## src/hw/rtl/rvl_pkg.sv

```systemverilog
package rvl_pkg;

  localparam int TGT_W      = 31;
  localparam int TGT_SHIFT  = 20;
  localparam int GAIN_W     = 16;
  localparam int SPEED_W    = 15;
  localparam int CLR_W      = 16;
  localparam int CYC_W      = 16;
  localparam int STATUS_W   = 3;
  localparam int CFG_IDX_W  = 3;
  localparam int CFG_DATA_W = 16;

  typedef logic [STATUS_W-1:0] status_t;

  localparam logic [TGT_W-1:0] TGT_MAX  = '1;
  localparam logic [CLR_W-1:0] CLR_NONE = '1;
  localparam logic [CYC_W-1:0] CYC_MAX  = '1;

  localparam status_t ST_RUNNING      = 3'd0;
  localparam status_t ST_SUCCEEDED    = 3'd1;
  localparam status_t ST_TIMEOUT      = 3'd2;
  localparam status_t ST_NO_FOOTPRINT = 3'd3;
  localparam status_t ST_NO_SCAN      = 3'd4;

  localparam logic [CFG_IDX_W-1:0] CFG_FORCE_GAIN   = 3'd0;
  localparam logic [CFG_IDX_W-1:0] CFG_MAX_SPEED    = 3'd1;
  localparam logic [CFG_IDX_W-1:0] CFG_ACCEL_STEP   = 3'd2;
  localparam logic [CFG_IDX_W-1:0] CFG_CLR_THRESH   = 3'd3;
  localparam logic [CFG_IDX_W-1:0] CFG_TIMEOUT      = 3'd4;

  localparam logic [GAIN_W-1:0]  RST_FORCE_GAIN = 16'd6554;
  localparam logic [SPEED_W-1:0] RST_MAX_SPEED  = 15'd1024;
  localparam logic [SPEED_W-1:0] RST_ACCEL_STEP = 15'd205;
  localparam logic [CLR_W-1:0]   RST_CLR_THRESH = 16'd1434;
  localparam logic [CYC_W-1:0]   RST_TIMEOUT    = 16'd600;

endpackage

```

## src/hw/rtl/repulsive_velocity_limiter.sv

```systemverilog
// Escape velocity limiter: turns a net repulsive force into a planar velocity command.
// Input channel (in_*): one word per request. in_tuser is the request kind, 0 starts a
// run and 1 is a control cycle. Result channel (out_*): exactly one word per request.
// Configuration channel (cfg_*): register writes, always ready; write only while no
// request is in flight.
// A start request or a control cycle that ends early (timeout, missing footprint, scan
// or points) goes straight to the staging register and then to the output register.
// A full control cycle runs through one shift-add multiplier, a radix-4 square root and
// a restoring divider, one bit per cycle each: two gain products, two squares and the
// root, and, when the magnitude clamp applies, two more products and two divisions.
// One request is processed at a time; the input is ready whenever the sequencer idles.
// A finished word is held in a staging register while the output register is full, so
// a stalled receiver holds back at most one request. Reset clears the configuration to
// its defaults, the previous command and the cycle counter, and empties the output.
module repulsive_velocity_limiter
  import rvl_pkg::*;
#(
  parameter int VEL_WIDTH   = 16,
  parameter int FORCE_WIDTH = 32
) (
  input  logic                                          clk,
  input  logic                                          rst_n,
  input  logic                                          in_tvalid,
  output logic                                          in_tready,
  // force_x, force_y, clearance, footprint_ok, scan_ok, points_present
  input  logic [((2*FORCE_WIDTH+CLR_W+3+7)/8)*8-1:0]    in_tdata,
  // req_type
  input  logic                                          in_tuser,
  output logic                                          out_tvalid,
  input  logic                                          out_tready,
  // cmd_x, cmd_y, cmd_valid, status
  output logic [((2*VEL_WIDTH+1+STATUS_W+7)/8)*8-1:0]   out_tdata,
  input  logic                                          cfg_valid,
  output logic                                          cfg_ready,
  input  logic [CFG_IDX_W-1:0]                          cfg_index,
  input  logic [CFG_DATA_W-1:0]                         cfg_data
);

  localparam int OUT_DATA_W = ((2*VEL_WIDTH+1+STATUS_W+7)/8)*8;
  localparam int FY_LSB  = FORCE_WIDTH;
  localparam int CLR_LSB = 2*FORCE_WIDTH;
  localparam int FP_BIT  = CLR_LSB + CLR_W;
  localparam int SC_BIT  = FP_BIT + 1;
  localparam int PT_BIT  = FP_BIT + 2;

  localparam int MC_W   = (FORCE_WIDTH > TGT_W) ? FORCE_WIDTH : TGT_W;
  localparam int MP_W   = TGT_W;
  localparam int PW     = MC_W + 1 + MP_W;
  localparam int GP_W   = FORCE_WIDTH + GAIN_W;
  localparam int SH_W   = GP_W + 1 - TGT_SHIFT;
  localparam int EXT_W  = (SH_W > TGT_W) ? SH_W : TGT_W;
  localparam int CP_W   = TGT_W + SPEED_W;
  localparam int NUM_W  = CP_W + 1;
  localparam int RT_W   = TGT_W + 1;
  localparam int RAD_W  = 2 * RT_W;
  localparam int RM_W   = RT_W + 2;
  localparam int Q_W    = SPEED_W + 1;
  localparam int STEP_W = $clog2(RT_W + 1);
  localparam int SLW    = ((VEL_WIDTH > TGT_W + 1) ? VEL_WIDTH : TGT_W + 1) + 2;

  localparam logic signed [SLW-1:0] VMAX = SLW'({1'b0, {(VEL_WIDTH-1){1'b1}}});
  localparam logic signed [SLW-1:0] VMIN = ~VMAX;

  localparam logic [3:0] S_IDLE   = 4'd0;
  localparam logic [3:0] S_MUL_GX = 4'd1;
  localparam logic [3:0] S_MUL_GY = 4'd2;
  localparam logic [3:0] S_SQ_X   = 4'd3;
  localparam logic [3:0] S_SQ_Y   = 4'd4;
  localparam logic [3:0] S_SQRT   = 4'd5;
  localparam logic [3:0] S_MUL_CX = 4'd6;
  localparam logic [3:0] S_DIV_X  = 4'd7;
  localparam logic [3:0] S_MUL_CY = 4'd8;
  localparam logic [3:0] S_DIV_Y  = 4'd9;
  localparam logic [3:0] S_SLEW   = 4'd10;
  localparam logic [3:0] S_DONE   = 4'd11;

  function automatic logic [FORCE_WIDTH-1:0] abs_force(input logic [FORCE_WIDTH-1:0] f);
    abs_force = f[FORCE_WIDTH-1] ? (~f + 1'b1) : f;
  endfunction

  function automatic logic [VEL_WIDTH-1:0] slew(input logic [TGT_W-1:0] mag,
                                                input logic neg,
                                                input logic signed [VEL_WIDTH-1:0] last,
                                                input logic [SPEED_W-1:0] step);
    logic signed [SLW-1:0] t;
    logic signed [SLW-1:0] l;
    logic signed [SLW-1:0] a;
    logic signed [SLW-1:0] d;
    logic signed [SLW-1:0] v;
    t = SLW'(mag);
    if (neg) begin
      t = -t;
    end
    l = SLW'(last);
    a = SLW'(step);
    d = t - l;
    if (d > a) begin
      d = a;
    end
    if (d < -a) begin
      d = -a;
    end
    v = l + d;
    if (v > VMAX) begin
      v = VMAX;
    end
    if (v < VMIN) begin
      v = VMIN;
    end
    slew = v[VEL_WIDTH-1:0];
  endfunction

  logic [3:0]                   state_r, state_nxt;
  logic [STEP_W-1:0]            step_r, step_nxt;
  logic [GAIN_W-1:0]            gain_r, gain_nxt;
  logic [SPEED_W-1:0]           speed_r, speed_nxt;
  logic [SPEED_W-1:0]           accel_r, accel_nxt;
  logic [CLR_W-1:0]             thr_r, thr_nxt;
  logic [CYC_W-1:0]             tmo_r, tmo_nxt;
  logic signed [VEL_WIDTH-1:0]  last_x_r, last_x_nxt;
  logic signed [VEL_WIDTH-1:0]  last_y_r, last_y_nxt;
  logic [CYC_W-1:0]             cyc_r, cyc_nxt;
  logic [FORCE_WIDTH-1:0]       fmy_r, fmy_nxt;
  logic                         nx_r, nx_nxt;
  logic                         ny_r, ny_nxt;
  logic [CLR_W-1:0]             clr_r, clr_nxt;
  logic [TGT_W-1:0]             tx_r, tx_nxt;
  logic [TGT_W-1:0]             ty_r, ty_nxt;
  logic [MC_W-1:0]              mcand_r, mcand_nxt;
  logic [PW-1:0]                prod_r, prod_nxt;
  logic [RAD_W-1:0]             rad_r, rad_nxt;
  logic [RT_W-1:0]              root_r, root_nxt;
  logic [RM_W-1:0]              rem_r, rem_nxt;
  logic [RT_W-1:0]              drem_r, drem_nxt;
  logic [Q_W-1:0]               dq_r, dq_nxt;
  logic [VEL_WIDTH-1:0]         res_x_r, res_x_nxt;
  logic [VEL_WIDTH-1:0]         res_y_r, res_y_nxt;
  logic                         res_v_r, res_v_nxt;
  status_t                      res_st_r, res_st_nxt;
  logic                         out_v_r, out_v_nxt;
  logic [VEL_WIDTH-1:0]         ocx_r, ocx_nxt;
  logic [VEL_WIDTH-1:0]         ocy_r, ocy_nxt;
  logic                         ov_r, ov_nxt;
  status_t                      ost_r, ost_nxt;

  logic                         in_acc;
  logic [FORCE_WIDTH-1:0]       in_fx;
  logic [FORCE_WIDTH-1:0]       in_fy;
  logic                         in_fp;
  logic                         in_sc;
  logic                         in_pt;
  logic [CYC_W-1:0]             cyc_inc;

  logic [MC_W:0]                mul_hi;
  logic [PW-1:0]                mul_step;
  logic [GP_W-1:0]              gprod;
  logic [GP_W:0]                grnd;
  logic [EXT_W-1:0]             gext;
  logic [TGT_W-1:0]             tgt_mag;
  logic [2*TGT_W-1:0]           sq;
  logic [CP_W-1:0]              cprod;
  logic [NUM_W-1:0]             num;

  logic [RM_W+1:0]              rsh;
  logic [RM_W+1:0]              trial;
  logic                         sq_ge;
  logic                         clamp;
  logic [RT_W:0]                dsh;
  logic [RT_W:0]                dsub;
  logic                         dge;
  logic [VEL_WIDTH-1:0]         new_x;
  logic [VEL_WIDTH-1:0]         new_y;
  logic                         success;

  assign in_tready = (state_r == S_IDLE);
  assign in_acc    = in_tvalid && in_tready;
  assign cfg_ready = 1'b1;
  assign out_tvalid = out_v_r;
  assign out_tdata  = OUT_DATA_W'({ost_r, ov_r, ocy_r, ocx_r});

  assign in_fx = in_tdata[FORCE_WIDTH-1:0];
  assign in_fy = in_tdata[FY_LSB +: FORCE_WIDTH];
  assign in_fp = in_tdata[FP_BIT];
  assign in_sc = in_tdata[SC_BIT];
  assign in_pt = in_tdata[PT_BIT];
  assign cyc_inc = (cyc_r == CYC_MAX) ? cyc_r : cyc_r + 1'b1;

  // Shift-add multiplier, multiplier bits consumed from the low end.
  assign mul_hi   = prod_r[PW-1:MP_W] + (prod_r[0] ? {1'b0, mcand_r} : '0);
  assign mul_step = {mul_hi, prod_r[MP_W-1:0]} >> 1;

  assign gprod   = prod_r[MP_W-GAIN_W +: GP_W];
  assign grnd    = {1'b0, gprod} + (GP_W+1)'(1 << (TGT_SHIFT-1));
  assign gext    = EXT_W'(grnd[GP_W:TGT_SHIFT]);
  assign tgt_mag = (gext > EXT_W'(TGT_MAX)) ? TGT_MAX : gext[TGT_W-1:0];
  assign sq      = prod_r[2*TGT_W-1:0];
  assign cprod   = prod_r[MP_W-SPEED_W +: CP_W];
  assign num     = NUM_W'(cprod) + NUM_W'(root_r >> 1);

  assign rsh   = {rem_r, rad_r[RAD_W-1 -: 2]};
  assign trial = (RM_W+2)'({root_r, 2'b01});
  assign sq_ge = (rsh >= trial);
  assign clamp = (root_r > RT_W'(speed_r)) ||
                 ((root_r == RT_W'(speed_r)) && (rem_r != '0));

  assign dsh  = {drem_r, dq_r[Q_W-1]};
  assign dsub = {1'b0, root_r};
  assign dge  = (dsh >= dsub);

  assign new_x   = slew(tx_r, nx_r, last_x_r, accel_r);
  assign new_y   = slew(ty_r, ny_r, last_y_r, accel_r);
  assign success = (clr_r == CLR_NONE) || (clr_r > thr_r);

  always_comb begin
    state_nxt  = state_r;
    step_nxt   = step_r;
    gain_nxt   = gain_r;
    speed_nxt  = speed_r;
    accel_nxt  = accel_r;
    thr_nxt    = thr_r;
    tmo_nxt    = tmo_r;
    last_x_nxt = last_x_r;
    last_y_nxt = last_y_r;
    cyc_nxt    = cyc_r;
    fmy_nxt    = fmy_r;
    nx_nxt     = nx_r;
    ny_nxt     = ny_r;
    clr_nxt    = clr_r;
    tx_nxt     = tx_r;
    ty_nxt     = ty_r;
    mcand_nxt  = mcand_r;
    prod_nxt   = prod_r;
    rad_nxt    = rad_r;
    root_nxt   = root_r;
    rem_nxt    = rem_r;
    drem_nxt   = drem_r;
    dq_nxt     = dq_r;
    res_x_nxt  = res_x_r;
    res_y_nxt  = res_y_r;
    res_v_nxt  = res_v_r;
    res_st_nxt = res_st_r;
    out_v_nxt  = out_v_r;
    ocx_nxt    = ocx_r;
    ocy_nxt    = ocy_r;
    ov_nxt     = ov_r;
    ost_nxt    = ost_r;

    if (out_v_r && out_tready) begin
      out_v_nxt = 1'b0;
    end

    if (cfg_valid) begin
      unique case (cfg_index)
        CFG_FORCE_GAIN: gain_nxt  = cfg_data;
        CFG_MAX_SPEED:  speed_nxt = cfg_data[SPEED_W-1:0];
        CFG_ACCEL_STEP: accel_nxt = cfg_data[SPEED_W-1:0];
        CFG_CLR_THRESH: thr_nxt   = cfg_data;
        CFG_TIMEOUT:    tmo_nxt   = cfg_data;
        default: ;
      endcase
    end

    unique case (state_r)
      S_IDLE: begin
        if (in_acc) begin
          res_x_nxt = '0;
          res_y_nxt = '0;
          state_nxt = S_DONE;
          if (!in_tuser) begin
            last_x_nxt = '0;
            last_y_nxt = '0;
            cyc_nxt    = '0;
            res_v_nxt  = 1'b0;
            res_st_nxt = !in_fp ? ST_NO_FOOTPRINT : (!in_sc ? ST_NO_SCAN : ST_RUNNING);
          end else begin
            cyc_nxt = cyc_inc;
            if (cyc_inc > tmo_r) begin
              res_v_nxt  = 1'b1;
              res_st_nxt = ST_TIMEOUT;
            end else if (!in_fp) begin
              res_v_nxt  = 1'b1;
              res_st_nxt = ST_NO_FOOTPRINT;
            end else if (!in_sc) begin
              res_v_nxt  = 1'b1;
              res_st_nxt = ST_NO_SCAN;
            end else if (!in_pt) begin
              res_v_nxt  = 1'b0;
              res_st_nxt = ST_RUNNING;
            end else begin
              nx_nxt    = in_fx[FORCE_WIDTH-1];
              ny_nxt    = in_fy[FORCE_WIDTH-1];
              fmy_nxt   = abs_force(in_fy);
              clr_nxt   = in_tdata[CLR_LSB +: CLR_W];
              mcand_nxt = MC_W'(abs_force(in_fx));
              prod_nxt  = PW'(gain_r);
              step_nxt  = STEP_W'(GAIN_W);
              state_nxt = S_MUL_GX;
            end
          end
        end
      end
      S_MUL_GX, S_MUL_GY, S_SQ_X, S_SQ_Y, S_MUL_CX, S_MUL_CY: begin
        if (step_r != '0) begin
          prod_nxt = mul_step;
          step_nxt = step_r - 1'b1;
        end else begin
          unique case (state_r)
            S_MUL_GX: begin
              tx_nxt    = tgt_mag;
              mcand_nxt = MC_W'(fmy_r);
              prod_nxt  = PW'(gain_r);
              step_nxt  = STEP_W'(GAIN_W);
              state_nxt = S_MUL_GY;
            end
            S_MUL_GY: begin
              ty_nxt    = tgt_mag;
              mcand_nxt = MC_W'(tx_r);
              prod_nxt  = PW'(tx_r);
              step_nxt  = STEP_W'(TGT_W);
              state_nxt = S_SQ_X;
            end
            S_SQ_X: begin
              rad_nxt   = RAD_W'(sq);
              mcand_nxt = MC_W'(ty_r);
              prod_nxt  = PW'(ty_r);
              step_nxt  = STEP_W'(TGT_W);
              state_nxt = S_SQ_Y;
            end
            S_SQ_Y: begin
              rad_nxt   = rad_r + RAD_W'(sq);
              root_nxt  = '0;
              rem_nxt   = '0;
              step_nxt  = STEP_W'(RT_W);
              state_nxt = S_SQRT;
            end
            S_MUL_CX: begin
              drem_nxt  = RT_W'(num[NUM_W-1:Q_W]);
              dq_nxt    = num[Q_W-1:0];
              step_nxt  = STEP_W'(Q_W);
              state_nxt = S_DIV_X;
            end
            default: begin
              drem_nxt  = RT_W'(num[NUM_W-1:Q_W]);
              dq_nxt    = num[Q_W-1:0];
              step_nxt  = STEP_W'(Q_W);
              state_nxt = S_DIV_Y;
            end
          endcase
        end
      end
      S_SQRT: begin
        if (step_r != '0) begin
          rem_nxt  = sq_ge ? RM_W'(rsh - trial) : rsh[RM_W-1:0];
          root_nxt = {root_r[RT_W-2:0], sq_ge};
          rad_nxt  = rad_r << 2;
          step_nxt = step_r - 1'b1;
        end else if (clamp) begin
          mcand_nxt = MC_W'(tx_r);
          prod_nxt  = PW'(speed_r);
          step_nxt  = STEP_W'(SPEED_W);
          state_nxt = S_MUL_CX;
        end else begin
          state_nxt = S_SLEW;
        end
      end
      S_DIV_X, S_DIV_Y: begin
        if (step_r != '0) begin
          drem_nxt = dge ? RT_W'(dsh - dsub) : dsh[RT_W-1:0];
          dq_nxt   = {dq_r[Q_W-2:0], dge};
          step_nxt = step_r - 1'b1;
        end else if (state_r == S_DIV_X) begin
          tx_nxt    = TGT_W'(dq_r);
          mcand_nxt = MC_W'(ty_r);
          prod_nxt  = PW'(speed_r);
          step_nxt  = STEP_W'(SPEED_W);
          state_nxt = S_MUL_CY;
        end else begin
          ty_nxt    = TGT_W'(dq_r);
          state_nxt = S_SLEW;
        end
      end
      S_SLEW: begin
        res_v_nxt = 1'b1;
        if (success) begin
          last_x_nxt = '0;
          last_y_nxt = '0;
          res_x_nxt  = '0;
          res_y_nxt  = '0;
          res_st_nxt = ST_SUCCEEDED;
        end else begin
          last_x_nxt = new_x;
          last_y_nxt = new_y;
          res_x_nxt  = new_x;
          res_y_nxt  = new_y;
          res_st_nxt = ST_RUNNING;
        end
        state_nxt = S_DONE;
      end
      S_DONE: begin
        if (!out_v_r || out_tready) begin
          out_v_nxt = 1'b1;
          ocx_nxt   = res_x_r;
          ocy_nxt   = res_y_r;
          ov_nxt    = res_v_r;
          ost_nxt   = res_st_r;
          state_nxt = S_IDLE;
        end
      end
      default: state_nxt = S_IDLE;
    endcase
  end

  always_ff @(posedge clk) begin
    if (!rst_n) begin
      state_r  <= S_IDLE;
      out_v_r  <= 1'b0;
      gain_r   <= RST_FORCE_GAIN;
      speed_r  <= RST_MAX_SPEED;
      accel_r  <= RST_ACCEL_STEP;
      thr_r    <= RST_CLR_THRESH;
      tmo_r    <= RST_TIMEOUT;
      last_x_r <= '0;
      last_y_r <= '0;
      cyc_r    <= '0;
    end else begin
      state_r  <= state_nxt;
      out_v_r  <= out_v_nxt;
      gain_r   <= gain_nxt;
      speed_r  <= speed_nxt;
      accel_r  <= accel_nxt;
      thr_r    <= thr_nxt;
      tmo_r    <= tmo_nxt;
      last_x_r <= last_x_nxt;
      last_y_r <= last_y_nxt;
      cyc_r    <= cyc_nxt;
    end
  end

  always_ff @(posedge clk) begin
    step_r   <= step_nxt;
    fmy_r    <= fmy_nxt;
    nx_r     <= nx_nxt;
    ny_r     <= ny_nxt;
    clr_r    <= clr_nxt;
    tx_r     <= tx_nxt;
    ty_r     <= ty_nxt;
    mcand_r  <= mcand_nxt;
    prod_r   <= prod_nxt;
    rad_r    <= rad_nxt;
    root_r   <= root_nxt;
    rem_r    <= rem_nxt;
    drem_r   <= drem_nxt;
    dq_r     <= dq_nxt;
    res_x_r  <= res_x_nxt;
    res_y_r  <= res_y_nxt;
    res_v_r  <= res_v_nxt;
    res_st_r <= res_st_nxt;
    ocx_r    <= ocx_nxt;
    ocy_r    <= ocy_nxt;
    ov_r     <= ov_nxt;
    ost_r    <= ost_nxt;
  end

endmodule

```

## config.mk

```make
export PLATFORM = sky130hd
export DESIGN_NAME = repulsive_velocity_limiter
export DESIGN_NICKNAME = d
export VERILOG_FILES = /design/src/hw/rtl/rvl_pkg.sv /design/src/hw/rtl/repulsive_velocity_limiter.sv
export SDC_FILE = /design/constraint.sdc
export NUM_CORES = 2
export LEC_CHECK = 0
export BUFFER_PORTS_ARGS = -buffer_cell sky130_fd_sc_hd__buf_4
export CORE_MARGIN = 3
export CORE_UTILIZATION = 40
export CTS_CLUSTER_DIAMETER = 150
export CTS_CLUSTER_SIZE = 25
export DETAILED_ROUTE_END_ITERATION = 12
export PLACE_DENSITY = 0.54
export SLEW_MARGIN = 25
export SYNTH_ARGS = -nofsm -noshare
export SYNTH_HDL_FRONTEND = slang
export SYNTH_SLANG_ARGS = --single-unit
```

## constraint.sdc

```tcl
create_clock -name clk -period 16.1 [get_ports clk]
set_input_delay 2.415 -clock clk [delete_from_list [all_inputs] [get_ports clk]]
set_output_delay 2.415 -clock clk [all_outputs]
set_load 0.005 [all_outputs]
```

==> results.md <==
* Status: complete, no violations
* Post-synth top cells: nand2_1, nor2_1, ha_1, edfxtp_1, a21oi_1
* Critical path's largest stage delay at about 0.79 ns
* Die height at 355.9 um
* Multi-input logic area at 30850 um^2
* Area Overhead vs Synth at 7.588%
* Die area at 126600 um^2
* Final Hold Fails at 0
* CP Capture Type: flop
* Initial antenna violation count at 2
* Final setup vio count at 0
* Most used cell, CP: a21oi_1
* Iteration-0 DRC Markers at roughly 3700
* PwrDens at approximately 120 nW/um^2
* GR Util All Layers at 25.06%
* Largest net degree at the start of global routing at 84
* Worst path slowest cell: a311oi_1
* Worst EP arrival at about 15 ns
* Critical path required time at between 15 and 20 ns
* Port Buffers at about 150
* Largest area contributor in the netlist: edfxtp_1
* GPL Wtd Cong at 0.9525
* Worst vdd ir at 0.0001291 V
* Final WS setup at 1.182 ns
* Routed WL at around 160 mm
* R2R Setup Slk at between 1 and 1.5 ns
* Clk Latency, worst-skew pair at 0.72 ns
* FF+latch count, synth at 590
* Synth top area share at 28.15%
* Vias in the first global route at between 40000 and 50000
* Seq/Total Area, Yosys at between 30% and 40%
* IO Pins at 156
* Vias post-DR at 43259
* Least-Margin Pin Slew at between 1 and 1.5 ns
* Cell with the most instances after synthesis: nand2_1
* Pleak at 0.02082 uW
* Final setup TNS at 0 ns
* Post-route antenna net violation count at 0
* Hold Path Origin: res_x_r[9]
* Mapped Cells at 5688
* Final nets at 6303
* TritonRoute pass-1 iters at 7
* DRC Markers at 0
* Placed Cells at 7284
* Initial Util at 40.54%
* Cts hold-fix bufs at 0
* RSZ-0062 raised after global routing: no
* Max Slew Vio Count at 0
* Ranking of synthesized cells by area: edfxtp_1, ha_1, dfxtp_1
* Via density at 5.896
* CTS max path bufs at 3
* Detailed Place HPWL at 128.5 mm
* Final period utilization at 92.66%
* Mean area per synthesized cell at approximately 8.6 um^2
* Reg2reg start: ty_r[3]
* CORE AREA at 120800 um^2
* Worst hold path endpoint: ocx_r[9]
* Hold Path Class: flop to flop
* Async SR Flop Fraction at 0%
* Number of flops mapped to enable cells by yosys at 459
* CTS buffer count at 28
* Wirelength per Cell at 22.39 um
* Row count at 127
* Clk sinks at 590
* Mapped cell area at 48960 um^2
* Clock root buffer: clkbuf_16
* Share of cells above drive strength 1 at 6.132%
* Dominant synthesized flop cell: edfxtp_1
* GRT Residual Overflow at 0
* Pre-CTS WS at 1.150 ns
* FMAX at about 67 MHz
* Max-Cap Viols at 0
* Postcts setup bufs at 0
* H-tree Lvls at 1
* Reg2reg end: res_y_r[9]
* Non-filler instance count after layout at 7337
* Final min period at about 15 ns
* Critical path class: flop to flop
* CTS tree: yes
* FF-to-FF path depth at 53
* Worst Skew at 0.09866 ns
* Sequential Area at 16410 um^2
* Post-synth cell types at 98
* Max FO, Critical Path at 18
* Min-Delay Path Depth at 0
* Max_slew headroom at 20.42%
* CP Launch Type: flop
* Fill cells at 12229
* Warnings from Yosys at 0
* First-pass GRT wire length at approximately 250 mm
* Worst-path clk slew at 0.10 ns
* Die X at 355.9 um
==> per-layer routing <==
layer  global-route usage, %  routed length (um)  vias up
met3                   2.124                8640      214
met2                   41.07               74830     1204
li1                        -                   -    21056
met5                       0                   0        -
met1                   34.97               74800    20785
met4                   7.962                6006        0
==> kinds of logic after synthesis <==
family | count (synthesis) | share of synthesized area, %
AND/OR/NAND/NOR | 1931 | 18.83
AO/OA/AOI/OAI | 1700 | 22.14
flip-flops | 590 | 33.51
adder cells (fa/ha/maj) | 489 | 12.61
buffers and inverters | 485 | 3.816
XOR/XNOR | 424 | 7.657
multiplexers | 67 | 1.421
other | 2 | 0.01534
==> critical path: cells and delay by family, from the launching register on <==
kind	cells	cell delay (ns)
AOI/OAI and AO/OA	28	7.10
and+or+nand+nor	17	5.00
DFF	1	0.54
adders and majority gates	4	1.17
buffers and inverters	3	0.58
xor gates and xnor gates	1	0.19
==> cells in the final DEF, fill, tap and decap left out, types with 21 or more instances in the layout <==
master | Yosys | routed
nor2_1 | 486 | 480
or3_1 | 58 | 58
a222oi_1 | 29 | 29
dfxtp_1 | 131 | 131
a21oi_1 | 452 | 449
nand2b_1 | 67 | 67
o21ai_0 | 424 | 423
a211oi_1 | 56 | 54
clkbuf_16 | 0 | 29
a22oi_1 | 44 | 44
nand2_1 | 599 | 595
o21a_1 | 72 | 72
xnor2_1 | 255 | 255
a31oi_1 | 41 | 41
and2_1 | 69 | 68
inv_1 | 257 | 256
nand4_1 | 84 | 84
or4_1 | 34 | 34
o22ai_1 | 72 | 72
nor4_1 | 53 | 51
o21bai_1 | 41 | 41
mux2i_1 | 47 | 47
o211ai_1 | 45 | 45
nor3_1 | 136 | 133
o41ai_1 | 21 | 21
buf_4 | 8 | 205
nand3_1 | 133 | 132
xor2_1 | 166 | 166
a21o_1 | 171 | 171
ha_1 | 480 | 480
o31ai_1 | 49 | 49
and3_1 | 52 | 52
or2_2 | 30 | 30
nor2b_1 | 64 | 63
edfxtp_1 | 459 | 459
==> timing repair <==
action | in CTS | in global routing
resized for setup | 0 | 1
hold endpoints to repair | 0 | 0
endpoints found under the setup margin | 0 | 30
==> per-stage QoR <==
stage / utilization, % / total power (uW) / instance area (um^2) / hold slack (ns)
global placement: 42.87 / 5462 / 51770 / 0.4011
CTS: 43.61 / 6395 / 52660 / 0.4292
floorplan: - / 4513 / 48970 / 0.4003
finish: 43.62 / 6395 / 52670 / 0.4269
global route: 43.61 / 6825 / 52670 / 0.4345
detailed placement: 42.89 / 5493 / 51790 / 0.4045
==> sequential cells by signal (all words and copies together), names as in the netlist, 16 cells and up <==
register  cells
rad_r        64
prod_r       63
rem_r        34
drem_r       32
fmy_r        32
mcand_r      32
root_r       32
tx_r         29
ty_r         29
clr_r        16
cyc_r        16
dq_r         16
gain_r       16
last_x_r     16
last_y_r     16
ocx_r        16
ocy_r        16
res_x_r      16
res_y_r      16
thr_r        16
tmo_r        16
==> power breakdown <==
part	switching (uW)	total [uW]	leakage (uW)	internal (uW)
clock	545	893	0.000407	348
sequential	300	2400	0.00544	2100
combinational	1930	3100	0.0150	1170
==> how the worst max path moves through the flow <==
stage / cells past startpoint / slack [ns] / startpoint / endpoint
2_1_floorplan: 57 / 3.81 / tx_r[3] / res_x_r[2]
3_3_place_gp: 52 / 1.26 / tx_r[3] / res_x_r[1]
3_5_place_dp: 52 / 1.15 / tx_r[3] / res_x_r[2]
4_1_cts: 52 / 1.08 / tx_r[3] / res_x_r[10]
5_1_grt: 52 / 0.02 / tx_r[3] / res_x_r[10]
6_report: 53 / 1.18 / ty_r[3] / res_y_r[9]
==> final cells by class <==
cell class,count,share of cell area (%)
Sequential cell,590,31.15
Tap cell,1612,3.829
Clock inverter,4,0.1401
Timing Repair Buffer,206,2.943
Inverter,260,1.853
Multi-Input combinational cell,4616,58.57
Antenna cell,1,0.004751
Clock buffer,48,1.513
No activity file was read; power rests on OpenSTA's default activity.
